**src/rtl/pwh_pkg.sv**
```systemverilog
// Shared types and constants for the PID controller with on/off hysteresis.
package pwh_pkg;

  // Configuration port geometry.
  localparam int ADDR_W = 5;
  localparam int DATA_W = 32;

  // Register map, by register index (byte address is four times the index).
  typedef enum logic [2:0] {
    REG_PROP_GAIN     = 3'd0,
    REG_INTEG_GAIN    = 3'd1,
    REG_DERIV_GAIN    = 3'd2,
    REG_BAND_WIDTH    = 3'd3,
    REG_PID_ENABLE    = 3'd4,
    REG_ONOFF_ENABLE  = 3'd5,
    REG_FORCE_ENABLE  = 3'd6,
    REG_FORCE_VALUE   = 3'd7
  } reg_index_t;

  // Largest forced drive that is honored (100.0 in Q16.16).
  localparam logic [22:0] FORCE_MAX = 23'd6553600;

  // 1.0 in Q16.16, added while the on/off output is on.
  localparam logic [16:0] ONE_Q16 = 17'h10000;

  // The integral product is split at this bit of the error sum magnitude.
  localparam int SPLIT = 20;

  // Width of the accumulation of the drive terms.
  localparam int TOTAL_W = 64;

  // The integral term is clipped to plus or minus two to this power.
  localparam int TERM_SHIFT = 60;

  // Product limit in the high partial product, before the shift by SPLIT.
  localparam int HI_LIMIT_SHIFT = TERM_SHIFT - SPLIT;

  // Configuration register file contents.
  typedef struct packed {
    logic signed [31:0] prop_gain;
    logic signed [31:0] integral_gain_step;
    logic signed [31:0] deriv_gain_step;
    logic [15:0]        band_width;
    logic               pid_enable;
    logic               onoff_enable;
    logic               force_enable;
    logic [22:0]        force_value;
  } cfg_t;

  // Per-item control flags carried down the pipeline.
  typedef struct packed {
    logic forced;
    logic pid;
    logic onoff_on;
    logic sat;
  } step_flags_t;

endpackage

```
**src/rtl/pwh_out.sv**
```systemverilog
// Output stage: integral clip, term summation, output saturation and result register.
module pwh_out #(
  parameter int SAMPLE_BITS = 16,
  parameter int SUM_BITS    = 40
) (
  input  logic                                          clk,
  input  pwh_pkg::cfg_t                                 cfg,
  input  logic                                          load,
  input  pwh_pkg::step_flags_t                          flags,
  input  logic signed [SAMPLE_BITS+32:0]                prop_p,
  input  logic signed [SAMPLE_BITS+33:0]                deriv_p,
  input  logic [32+SUM_BITS-pwh_pkg::SPLIT-1:0]         integ_hi,
  input  logic [32+pwh_pkg::SPLIT-1:0]                  integ_lo,
  input  logic                                          integ_neg,
  output logic signed [31:0]                            drive,
  output logic                                          saturated
);
  import pwh_pkg::*;

  localparam int P_W  = SAMPLE_BITS + 33;
  localparam int D_W  = SAMPLE_BITS + 34;
  localparam int HI_W = 32 + SUM_BITS - SPLIT;
  localparam int LO_W = 32 + SPLIT;
  localparam logic [TOTAL_W-1:0] TERM_LIMIT = TOTAL_W'(1) << TERM_SHIFT;
  localparam logic [TOTAL_W-1:0] HI_LIMIT   = TOTAL_W'(1) << HI_LIMIT_SHIFT;
  localparam logic signed [TOTAL_W-1:0] OUT_MAX = TOTAL_W'(32'h7FFF_FFFF);
  localparam logic signed [TOTAL_W-1:0] OUT_MIN = -(TOTAL_W'(64'h8000_0000));

  logic [TOTAL_W-1:0]        hi_x;
  logic [TOTAL_W-1:0]        lo_x;
  logic [TOTAL_W-1:0]        mag;
  logic [TOTAL_W-1:0]        mag_clip;
  logic signed [TOTAL_W-1:0] integ_term;
  logic signed [TOTAL_W-1:0] prop_x;
  logic signed [TOTAL_W-1:0] deriv_x;
  logic signed [TOTAL_W-1:0] pid_sum;
  logic signed [TOTAL_W-1:0] total;
  logic signed [31:0]        drive_next;
  logic                      saturated_next;

  // Integral term, clipped to the term limit.
  assign hi_x     = {{(TOTAL_W-HI_W){1'b0}}, integ_hi};
  assign lo_x     = {{(TOTAL_W-LO_W){1'b0}}, integ_lo};
  assign mag      = (hi_x << SPLIT) + lo_x;
  assign mag_clip = ((hi_x >= HI_LIMIT) || (mag > TERM_LIMIT)) ? TERM_LIMIT : mag;
  assign integ_term = integ_neg ? -mag_clip : mag_clip;

  // Sum of the enabled terms.
  assign prop_x  = {{(TOTAL_W-P_W){prop_p[P_W-1]}}, prop_p};
  assign deriv_x = {{(TOTAL_W-D_W){deriv_p[D_W-1]}}, deriv_p};
  assign pid_sum = flags.pid ? (prop_x + deriv_x + integ_term) : '0;
  assign total   = pid_sum + (flags.onoff_on ? TOTAL_W'(ONE_Q16) : '0);

  // Saturation to 32 bits, or the forced value.
  always_comb begin
    if (flags.forced) begin
      drive_next     = {9'b0, cfg.force_value};
      saturated_next = 1'b0;
    end else if (total > OUT_MAX) begin
      drive_next     = OUT_MAX[31:0];
      saturated_next = 1'b1;
    end else if (total < OUT_MIN) begin
      drive_next     = OUT_MIN[31:0];
      saturated_next = 1'b1;
    end else begin
      drive_next     = total[31:0];
      saturated_next = flags.sat;
    end
  end

  // Result register.
  always_ff @(posedge clk) begin
    if (load) begin
      drive     <= drive_next;
      saturated <= saturated_next;
    end
  end

endmodule

```
**config.mk**
```make
export PLATFORM = sky130hd
export DESIGN_NAME = pwh_out
export DESIGN_NICKNAME = d
export VERILOG_FILES = /design/src/rtl/pwh_pkg.sv /design/src/rtl/pwh_out.sv
export SDC_FILE = /design/constraint.sdc
export NUM_CORES = 1
export LEC_CHECK = 0
export BUFFER_PORTS_ARGS = -buffer_cell sky130_fd_sc_hd__buf_2
export CORE_ASPECT_RATIO = 1.75
export CORE_MARGIN = 2
export CORE_UTILIZATION = 25
export DETAILED_ROUTE_END_ITERATION = 10
export GPL_TIMING_DRIVEN = 0
export PLACE_DENSITY = 0.46
export SYNTH_ARGS = -nofsm -noshare
export SYNTH_HDL_FRONTEND = slang
export SYNTH_SLANG_ARGS = --single-unit
```
**constraint.sdc**
```tcl
create_clock -name clk -period 11.7 [get_ports clk]
set_clock_uncertainty 0.2 [all_clocks]
set_input_delay 0 -clock clk [delete_from_list [all_inputs] [get_ports clk]]
set_output_delay 0 -clock clk [all_outputs]
set_load 0.01 [all_outputs]
```
; ---- Word level (Yosys, flattened, before mapping)
; Cells that the tools add are included.
; W data, S select, Z words.
[totals]
reg_bits = 33
input_bits = 348
out_inout_bits = 33
wordCells = 24
[op_classes]
addsub = 5
order_cmp = 4
muxes = 9
reduce_logical = 2
[op_table]
columns = op, n
row1 = $mux W64, 3
row2 = $add A64 B17 Y64, 1
row3 = $add A64 B52 Y64, 1
row4 = $add A64 B64 Y64, 1
row5 = $gt A64 B32 Y1 const B, 1
row6 = $gt A64 B61 Y1 const B, 1
row7 = $lt A64 B32 Y1 const B, 1
row8 = $neg A64 Y64, 1
row9 = $ge A52 B41 Y1 const B, 1
row10 = $add A49 B50 Y51, 1
row11 = $mux W32, 1
row12 = $mux W31, 1
row13 = $mux W23, 1
row14 = $mux W17, 1
row15 = $mux W1, 2
row16 = $reduce_or A2 Y1, 1
row17 = $logic_or A1 B1 Y1, 1

; ---- Depth between registers and ports, before layout
; Gate-level depths: netlist of run 1.
[logic_depth]
ltp_word = 13
ltp_mapped = 44
ltp_nobuf = 41

; ---- Least setup slack after synthesis of run 1
; Ideal clock, no wire load.
[synth_path]
path_type = input-to-reg
from = input port integ_hi[0] in the netlist's numbering
to = register drive[2], data pin
setup_ns = 0.261
arrival_time_ns = 9.427
t_required_ns = 11.239
path_slack_ns = 1.812
path_stages = 41
n_path_buf = 3
path_cell_list = ha_1 -> fa_1 -> a211oi_1 -> o21bai_1 -> a21oi_1 -> mux2i_1 -> nor3_1 -> or4b_1 -> nor3_1 -> nand3b_1 -> nor4b_1 -> a41oi_1 -> nor2_1 -> clkbuf_1 -> nand2_1 -> ha_1 -> clkbuf_1 -> nor2_1 -> [... 5 more ...] -> o211ai_2 -> nor2b_1 -> xnor2_1 -> nor2_1 -> ha_1 -> nand3_1 -> mux2_2 -> nand2b_1 -> nor3_2 -> nand4_1 -> or4_1 -> or4_1 -> a21o_1 -> a211oi_1 -> or2_4 -> o21a_2 -> buf_6 -> a2bb2oi_2
[synth_via]
elab_chain_cells = 13
word_cells_on_any_way = 15
cone_classes = 4 x add/sub / 4 x order compare / 6 x mux / 1 x reduce/logical
[synth_rtl]
columns = element, line_no
row1 = "start, declared", pwh_out.sv:12  ; input logic [32+SUM_BITS-pwh_pkg::SPLIT-1:0] integ_hi,
row2 = $add A64 B52 Y64, pwh_out.sv:44  ; assign mag = (hi_x << SPLIT) + lo_x;
row3 = $gt A64 B61 Y1, pwh_out.sv:45  ; assign mag_clip = ((hi_x >= HI_LIMIT) || (mag > TERM_LIMIT)) ? TERM_LIMIT : mag;
row4 = $logic_or A1 B1 Y1, pwh_out.sv:45
row5 = $mux W64 *, pwh_out.sv:45
row6 = $neg A64 Y64, pwh_out.sv:46  ; assign integ_term = integ_neg ? -mag_clip : mag_clip;
row7 = $mux W64 *, pwh_out.sv:46
row8 = $add A64 B64 Y64 *, pwh_out.sv:51  ; assign pid_sum = flags.pid ? (prop_x + deriv_x + integ_term) : '0;
row9 = $mux W64 *, pwh_out.sv:51
row10 = $add A64 B17 Y64 *, pwh_out.sv:52  ; assign total = pid_sum + (flags.onoff_on ? TOTAL_W'(ONE_Q16) : '0);
row11 = $lt A64 B32 Y1, pwh_out.sv:62  ; end else if (total < OUT_MIN) begin
row12 = $mux W32, pwh_out.sv:62
row13 = $mux W31 *, pwh_out.sv:59  ; end else if (total > OUT_MAX) begin
row14 = $mux W23 *, pwh_out.sv:56  ; if (flags.forced) begin
row15 = named net drive_next[2], pwh_out.sv:38  ; logic signed [31:0] drive_next;
row16 = "end signal, assigned", pwh_out.sv:74  ; drive <= drive_next;
row17 = "end, declared", pwh_out.sv:15  ; output logic signed [31:0] drive,
; Mark *: on every way through the listed nets, which the timed path passes. The rest lies on a longest branch.
; A chain may end at the register's enable or synchronous reset.

; ---- Worst setup path after layout of run 1
[layout_path]
from = input port integ_hi[0] in the netlist's numbering
to = register drive[26], data pin
[layout_via]
elab_chain_cells = 12
word_cells_on_any_way = 14
cone_classes = 4 x add/sub / 4 x order compare / 5 x mux / 1 x reduce/logical
[layout_rtl]
columns = element, line_no
row1 = $add A64 B52 Y64, pwh_out.sv:44
row2 = $gt A64 B61 Y1, pwh_out.sv:45
row3 = $logic_or A1 B1 Y1, pwh_out.sv:45
row4 = $mux W64 *, pwh_out.sv:45
row5 = $neg A64 Y64, pwh_out.sv:46
row6 = $mux W64 *, pwh_out.sv:46
row7 = $add A64 B64 Y64 *, pwh_out.sv:51
row8 = $mux W64 *, pwh_out.sv:51
row9 = $add A64 B17 Y64 *, pwh_out.sv:52
row10 = $lt A64 B32 Y1, pwh_out.sv:62
row11 = $mux W32, pwh_out.sv:62
row12 = $mux W31 *, pwh_out.sv:59
; Mark *: on every way between the ends. The rest lies on a longest branch, timed or not.

==> results.md, run 1 <==
- The post-synth net total is 2624.
- The tool flagged a number of max-cap violations equal to 0.
- The clock tree from TritonCTS is yes.
- The synthesized netlist cell count is 2125.
- Yosys mapped a number of flops with a built-in enable equal to 33.
- The final critical-path required period is between 10 and 15 ns.
- Counting the fill cells in the layout gives 6426.
- After clock tree synthesis, the clock-pin slew on the worst setup and hold paths is 0.05 ns.
- Across all layers, the routed design uses 17.5k vias.
- The leakage power figure is 7.33 nW.
- In this run the deepest clock path goes through 2 buffers.
- The largest voltage drop on the vdd net is ~0.064 mV.
- The power per cell area is between 60 and 70 mW/mm2.
- After routing the design area is 0.0177 mm2.
- The number of antenna violations at the first check in global routing is 3.
- The register area share after synthesis is 0.0681.
- The sort of element at the end of the critical path is a register.
- The number of endpoints with negative hold slack in the final report was 0.
- The initial core utilization is 0.252.
- The slowest stage of the critical path is the sky130_fd_sc_hd__or4_1 cell.
- The number of core rows is 117.
- The end of the critical path is drive[26].
- STA classifies the critical path startpoint as an input pin.
- The DRC violation total after the first TritonRoute iteration is 919.
- The total number of clock tree sinks is 33.
- Measured on the finished design, the core utilization comes to 0.306.
- The total of flip-flops plus latches after synthesis is 33.
- The share of total power dissipated in combinational logic is 0.766.
- Across all hold checks on the routed design, the worst slack comes to between 0.07 and 0.08 ns.
- Summed over all nets, the switching power comes to 0.000602 W.
- The number of max-slew violations in the final report is 0.
- The critical path's largest stage delay is between 0.5 and 0.6 ns.
- The Yosys step of the flow raised 0 warnings.
- In the final layout, the multi-input gates occupy 0.0132 mm2.
- The H-tree was split into 2 levels.
- The final period utilization is 0.961.
- The maximum achievable frequency is 88.9 MHz.
- The pin count of the biggest net entering global routing is 34.
- The sequential cells in the finished layout cover a total of 991 um2.
- For the worst setup path, the data required time is 11.59 ns.
- Counting flops with an async set or reset pin after synthesis yields a share of 0.
- The critical path class is in -> reg.
- The count of nets left with antenna violations after detail routing is 0.
- The most used flip-flop cell after synthesis is sky130_fd_sc_hd__edfxtp_1.
- The quantity of I/O buffers inserted on ports is 261.
- The synthesized netlist contains 101 unique library cells.
- The first detailed-routing pass ran for 7 iterations.
- The fraction of power spent switching nets is 0.518.
- The fraction of post-synthesis cell area in the top cell type by area is 0.127.
- The synthesized area per cell is 6.84 um2.
- Clock tree synthesis inserted a total of 5 buffers.
- The global-route usage over all layers is 0.202.
- Setup violations remaining at the end of the flow were counted as 0.
- Tracing the worst setup path back leads to its startpoint at integ_hi[0].
- The buffer cell driving the clock tree root is sky130_fd_sc_hd__clkbuf_16.
- The I/O pin total is about 380.
- The arrival time at the worst endpoint is 11.13 ns.
- The routability-driven placement congestion ratio is about 0.93.
- In the final layout, the share of cells above drive strength 1 is 0.177.
- The part of the power in registers is 0.129.
- Dividing the detail-routed via count by the number of cells gives 5.45.
- In this run the tightest slew margin relative to its limit is 0.277.
- In this run the horizontal extent of the chip is 186 um.
- In the final design database the tool counted 2937 nets.
- For this run, design rule violations remaining after detail routing come to 0.
- The die area is 0.0602 mm2.
- After detailed routing, the total wire length is 63.0 mm.
- The post-detailed-placement cell area is 0.0168 mm2.
- The final routed wire length divided by cell count is 19.6 um.
- The most area-hungry cell type in the Yosys netlist is sky130_fd_sc_hd__ha_1.
- The kind of path behind the tightest hold check is in -> reg.
- The synthesized netlist occupies a cell area of 0.0145 mm2.
- The HPWL after detailed placement is between 50 and 60 mm.
- The design internal power is 0.000559 W.
- In the post-synthesis netlist, the biggest area contributors are sky130_fd_sc_hd__ha_1 (13%), sky130_fd_sc_hd__xnor2_1 (7.0%), sky130_fd_sc_hd__edfxtp_1 (6.8%).
- The number of global-route vias before repair is ~17k.
- The flow ran to the end, and the final reports show no timing, DRC or antenna violations.
- The floorplan die height is approximately 320 um.
- The synthesis-to-layout area growth is 21.6%.
- The clock power share is 0.105.
- The floorplan step defined a core boundary enclosing 0.0578 mm2.
- The critical-path maximum fanout is 10.
- The total congestion overflow after global routing is 0.
- The first global-routing pass estimated roughly 98 mm of wire.
- For the pin with the worst max-slew slack, the measured transition is approximately 1.1 ns.
==> layer usage <==
| metal | part of all wire | GRT usage |
|---|---|---|
| met2 | 0.53 | 0.408 |
| met1 | 0.39 | 0.216 |
| met5 | 0 | 0 |
| met4 | 0.045 | 0.0796 |
| met3 | 0.035 | 0.00879 |
==> cells in the mapped netlist, types with 30 or more instances <==
cell type                  number
sky130_fd_sc_hd__nand4_1       68
sky130_fd_sc_hd__xnor2_1      116
sky130_fd_sc_hd__nand2_1      200
sky130_fd_sc_hd__xor2_1        60
sky130_fd_sc_hd__a21o_1        60
sky130_fd_sc_hd__ha_1         148
sky130_fd_sc_hd__a21oi_1      196
sky130_fd_sc_hd__o21a_1        35
sky130_fd_sc_hd__clkbuf_1      64
sky130_fd_sc_hd__o31ai_1       30
sky130_fd_sc_hd__nor2_1       212
sky130_fd_sc_hd__nand2b_1      32
sky130_fd_sc_hd__edfxtp_1      33
sky130_fd_sc_hd__inv_1         58
sky130_fd_sc_hd__o21ai_0      135
sky130_fd_sc_hd__nand3_1       65
sky130_fd_sc_hd__nor3_1        72
==> area by class of cell <==
type / instances / area share
antenna: 3 / 0.000424
multi-input combinational: 1932 / 0.746
buffer: 98 / 0.0249
timing repair buffer: 307 / 0.0969
sequential: 33 / 0.0560
clock inverter: 2 / 0.000566
clock buffer: 6 / 0.00728
tap: 773 / 0.0547
inverter: 61 / 0.0132
==> state kept, by name (all words and copies together), names as in the netlist <==
signal     count
drive         32
saturated      1
==> logic make-up (layout without fill, tap and decap cells) <==
logic type | Yosys count | after routing | share of synthesized area
other | 0 | 3 | 0
buffers and inverters | 160 | 474 | 0.0454
AO/OA/AOI/OAI | 727 | 727 | 0.335
adder cells (fa/ha/maj) | 151 | 151 | 0.131
AND/OR/NAND/NOR | 861 | 861 | 0.302
XOR/XNOR | 176 | 176 | 0.106
flip-flops | 33 | 33 | 0.0681
multiplexers | 17 | 17 | 0.0123
==> worst min-delay path by stage <==
stage / startpoint / to / slack [ns] / cells after the start
2_1_floorplan: load / drive[0] / -0.09 / 0
3_3_place_gp: cfg[1] / drive[1] / 0.12 / 2
3_5_place_dp: cfg[8] / drive[8] / 0.11 / 2
4_1_cts: flags[1] / drive[16] / 0.05 / 4
5_1_grt: flags[1] / drive[16] / 0.13 / 4
6_report: flags[1] / drive[16] / 0.07 / 4
==> worst max-delay path, delay by kind of cell <==
kind / cells / cell delay [ns]
XOR/XNOR: 1 / 0.24
AO/OA/AOI/OAI: 12 / 2.95
AND/OR/NAND/NOR: 18 / 5.37
multiplexers: 1 / 0.14
buffers and inverters: 6 / 1.03
adder cells (fa/ha/maj): 4 / 1.38
==> layout by cell type (no fill, tap or decap), types with 15 or more instances in the layout <==
cell type                       instances
sky130_fd_sc_hd__o21bai_1              26
sky130_fd_sc_hd__edfxtp_1              33
sky130_fd_sc_hd__xnor2_1              115
sky130_fd_sc_hd__nand2_1              199
sky130_fd_sc_hd__o21a_1                35
sky130_fd_sc_hd__and2_1                18
sky130_fd_sc_hd__or2_2                 15
sky130_fd_sc_hd__dlygate4sd3_1         25
sky130_fd_sc_hd__inv_1                 58
sky130_fd_sc_hd__a21oi_1              192
sky130_fd_sc_hd__o21ai_0              132
sky130_fd_sc_hd__buf_4                 21
sky130_fd_sc_hd__nand3_1               65
sky130_fd_sc_hd__o211ai_1              28
sky130_fd_sc_hd__nand4_1               68
sky130_fd_sc_hd__a31oi_1               22
sky130_fd_sc_hd__xor2_1                60
sky130_fd_sc_hd__o31ai_1               30
sky130_fd_sc_hd__clkbuf_1              58
sky130_fd_sc_hd__a211oi_1              22
sky130_fd_sc_hd__and3_1                23
sky130_fd_sc_hd__or3_1                 24
sky130_fd_sc_hd__nor3_1                67
sky130_fd_sc_hd__ha_1                 147
sky130_fd_sc_hd__nor4_1                21
sky130_fd_sc_hd__buf_2                289
sky130_fd_sc_hd__nor2_1               208
sky130_fd_sc_hd__nor2b_1               26
sky130_fd_sc_hd__a21o_1                60
sky130_fd_sc_hd__nand2b_1              32
sky130_fd_sc_hd__o21ai_1               20
==> what timing repair did <==
| action | 4_1_cts | 5_1_grt |
|---|---|---|
| hold buffers | 25 | 0 |
| hold endpoints to repair | 25 | 0 |
| buffers inserted | 8 | 13 |
| setup endpoints to repair | 33 | 33 |
| pin swaps | 5 | 6 |
| gates resized for setup | 38 | 38 |
==> power groups by stage <==
stage               clock [W]  sequential (W)  combinational [W]
floorplan                   0        0.000161           0.000589
global placement            0        0.000152           0.000853
detailed placement          0        0.000152           0.000859
CTS                  0.000126        0.000150           0.000880
global route         0.000130        0.000152           0.000978
finish               0.000121        0.000150           0.000889
==> through the flow <==
stage,worst slack (ns),setup TNS (ns),std cells,total power (W)
2_1_floorplan,1.81,0,2125,0.000749
5_1_grt,-0.0564,-0.718,3215,0.00126
4_1_cts,0.00272,0,3200,0.00116
3_3_place_gp,-2.93,-93.52,3159,0.00101
6_report,0.455,0,3215,0.00116
3_5_place_dp,-2.83,-90.45,3159,0.00101
Note: power is estimated with default switching activity, not from simulation.
==> run 2, diff against run 1 <==
--- a/config.mk
+++ b/config.mk
@@ -12,6 +12,7 @@
 export DETAILED_ROUTE_END_ITERATION = 10
 export GPL_TIMING_DRIVEN = 0
 export PLACE_DENSITY = 0.46
+export REMOVE_ABC_BUFFERS = 1
 export SYNTH_ARGS = -nofsm -noshare
 export SYNTH_HDL_FRONTEND = slang
 export SYNTH_SLANG_ARGS = --single-unit
==> constraint.sdc (replaced) <==
create_clock -name clk -period 11.7 [get_ports clk]
set_clock_uncertainty 0.2 [all_clocks]
set_input_delay 0 -clock clk [delete_from_list [all_inputs] [get_ports clk]]
set_output_delay 0 -clock clk [all_outputs]
set_load 0.1 [all_outputs]
==> run 2 against run 1 <==
Non-clock buffer count shrank 90. Combinational power grew 9.2%. Die area is the same. Power grew 12%. Final cell count shrank 2.6%. Setup slack lost 0.026 ns. Wire length shrank 4.2%. Largest power group unchanged. Highest routed layer unchanged.
==> results.md, run 2 (same netlist as run 1, synthesis figures left out) <==
- The run finished with clean final reports.
- drive holds more flip-flops than any other register.
- The finished layout holds 3130 standard cells, fillers aside.
- The final setup violation count is 0.
- The synthesis-to-layout area growth is 20.0%.
- The final routed wire length divided by cell count is 19.3 um.
- Along the worst path, the maximum fanout reaches 28.
- Routability-driven placement finished with a final weighted congestion of 0.913.
- The routed via count is 17.0k.
- Derived from the worst setup path, the maximum achievable clock frequency is 88.7 MHz.
- The die is 186 um wide.
- The slowest stage cell on the critical path is sky130_fd_sc_hd__nor4_1.
- The finished cells cover 0.0175 mm2.
- Leaving out fill and tap cells, the most frequent cell in the layout is sky130_fd_sc_hd__buf_2.
- The clock passes through at most 2 buffers.
- The I/O pin total is between 300 and 400.
- The clock buffer count from CTS is 5.
- After legalization and detailed placement, the total HPWL measured 49.3 mm.
- The post-detailed-placement cell area is 0.0165 mm2.
- The via density per instance is 5.43.
- The power per cell area is 74.2 mW/mm2.
- The number of endpoints with negative hold slack in the final report is 0.
- STA classifies the critical path startpoint as an input pin.
- In this run the worst hold path is classified as in -> reg.
- At the worst endpoint, the required time is 11.56 ns.
- The number of global-route vias before repair is 16.8k.
- TritonCTS built the clock tree.
- The floorplan die height is 323 um.
- Clock tree synthesis selected as its root buffer the cell sky130_fd_sc_hd__clkbuf_16.
- In this run the static leakage power is 7.16 nW.
- Counting I/O delays and the setup requirement, the final critical path takes 11.27 ns.
- The tool flagged a number of max-cap violations equal to 0.
- The number of flip-flops under the largest register name is 32.
- The area occupied by registers is around 990 um2.
- The DRC violation total after the first TritonRoute iteration is 802.
- The first-pass iteration count of the detailed router is 5.
- The largest single stage delay on the critical path is approximately 0.66 ns.
- Entering global routing, the biggest net connects 73 pins.
- The overall power is approximately 0.0013 W.
- In the layout the commonest cells are sky130_fd_sc_hd__buf_2 (264), sky130_fd_sc_hd__nor2_1 (209), sky130_fd_sc_hd__nand2_1 (197), sky130_fd_sc_hd__a21oi_1 (193), sky130_fd_sc_hd__ha_1 (145).
- The tightest slew margin relative to the limit is 0.0581.
- The clock transition at the register clock pins on the worst setup and hold paths after CTS is 0.06 ns.
- The endpoint of the worst hold path is drive[16].
- The share of cells above drive strength 1 is 0.174.
- The sum of routed wire length over all layers is 60.3 mm.
- STA classifies the critical path endpoint as a register.
- The launch point of the worst hold path is flags[1].
- Across the VDD grid, the largest voltage drop is roughly 0.087 mV.
- The first global-routing pass estimated approximately 91 mm of wire.
- The critical path class is in -> reg.
- The number of max-slew violations in the final report is 0.
- The final period utilization is 0.963.
- Global routing finished with a remaining overflow of 0.
- The H-tree depth reported by CTS is 2.
- The utilization after layout is 0.302.
- The global-route usage over all layers is 0.188.
- The die area is around 0.060 mm2.
- The number of core rows is 117.
- The number of antenna violations at the first check in global routing was 4.
- The quantity of I/O buffers inserted on ports is 265.
- The worst hold path passes through 4 cells.
- The number of fillers in the final layout is roughly 6.4k.
- At the worst endpoint, the arrival time is around 11 ns.
- The count of nets left with antenna violations after detail routing is 0.
- The initial utilization of the core area, before any placement, comes to 0.252.
- In the routed design, unresolved DRC markers number 0.
- The net count reported at finish is around 2.9k.
- The total number of clock tree sinks is 33.
- Summing all multi-input logic gate instances after layout gives approximately 0.013 mm2.
- The number of cells in the design after placement is 3066.
- The core region is roughly 0.058 mm2.
- In the final layout, the registers with the most flip-flops are drive: 32 flops, saturated: 1 flops.
- For the pin with the worst max-slew slack, the measured transition is 1.41 ns.
==> run 2: cell types whose count changed in the layout (fill, tap and decap cells not counted), moves of 3 or more <==
cell,change
sky130_fd_sc_hd__buf_2,-25
sky130_fd_sc_hd__nand2_2,+3
sky130_fd_sc_hd__clkbuf_1,-58
sky130_fd_sc_hd__clkbuf_2,-6
==> run 2: worst max path at each step <==
| stage | start | to | slack [ns] | cells past startpoint |
|---|---|---|---|---|
| 3_3_place_gp | integ_hi[0] | drive[29] | -5.52 | 38 |
| 4_1_cts | integ_hi[0] | drive[29] | 0.004 | 40 |
| 2_1_floorplan | integ_hi[0] | drive[27] | 0.56 | 40 |
| 5_1_grt | integ_hi[6] | drive[18] | -0.006 | 45 |
| 6_report | integ_hi[6] | drive[30] | 0.43 | 39 |
| 3_5_place_dp | integ_hi[0] | drive[29] | -3.03 | 39 |
==> run 2: layer usage <==
layer	vias to the layer above	share of wire	GRT usage
met5	-	0	0
met4	0	0.032	0.0612
met3	92	0.028	0.00705
met2	450	0.56	0.402
met1	7953	0.38	0.190
li1	8508	-	-
==> run 2: layout make-up <==
| type | instances | area share |
|---|---|---|
| Tap cell | 773 | 0.0554 |
| Timing Repair Buffer | 315 | 0.103 |
| Antenna cell | 5 | 0.000717 |
| Inverter | 61 | 0.0132 |
| Clock inverter | 3 | 0.00394 |
| Clock buffer | 5 | 0.00717 |
| Sequential cell | 33 | 0.0568 |
| Multi-Input combinational cell | 1935 | 0.759 |
==> run 2: critical path, delay by kind of cell <==
| family | cells | cell delay, ns |
|---|---|---|
| fa+ha+maj | 3 | 0.90 |
| compound gates | 15 | 3.93 |
| simple gates | 17 | 5.46 |
| buf+inv | 4 | 0.76 |
==> run 2: power breakdown <==
group          internal [W]  switching (W)  total [W]
Combinational      0.000332       0.000639   0.000971
Sequential         0.000147     0.00000320   0.000151
Clock              0.000123      0.0000505   0.000173
==> run 2: what timing repair did <==
item | CTS | global route
setup endpoints to repair | 33 | 33
hold buffers | 25 | 0
gates resized for setup | 33 | 39
pin swaps | 4 | 13
setup buffers | 7 | 16
cloned | 1 | 2
hold endpoints to repair | 29 | 0
==> run 2: stage by stage <==
step | setup WS (ns) | hold WS [ns] | setup TNS, ns
final | 0.430 | 0.110 | 0
after global placement | -5.52 | 0.113 | -174.59
after detailed placement | -3.03 | 0.116 | -95.07
after floorplan | 0.560 | -0.0875 | 0
after CTS | 0.00395 | 0.0930 | 0
after global routing | -0.00646 | 0.173 | -0.0111
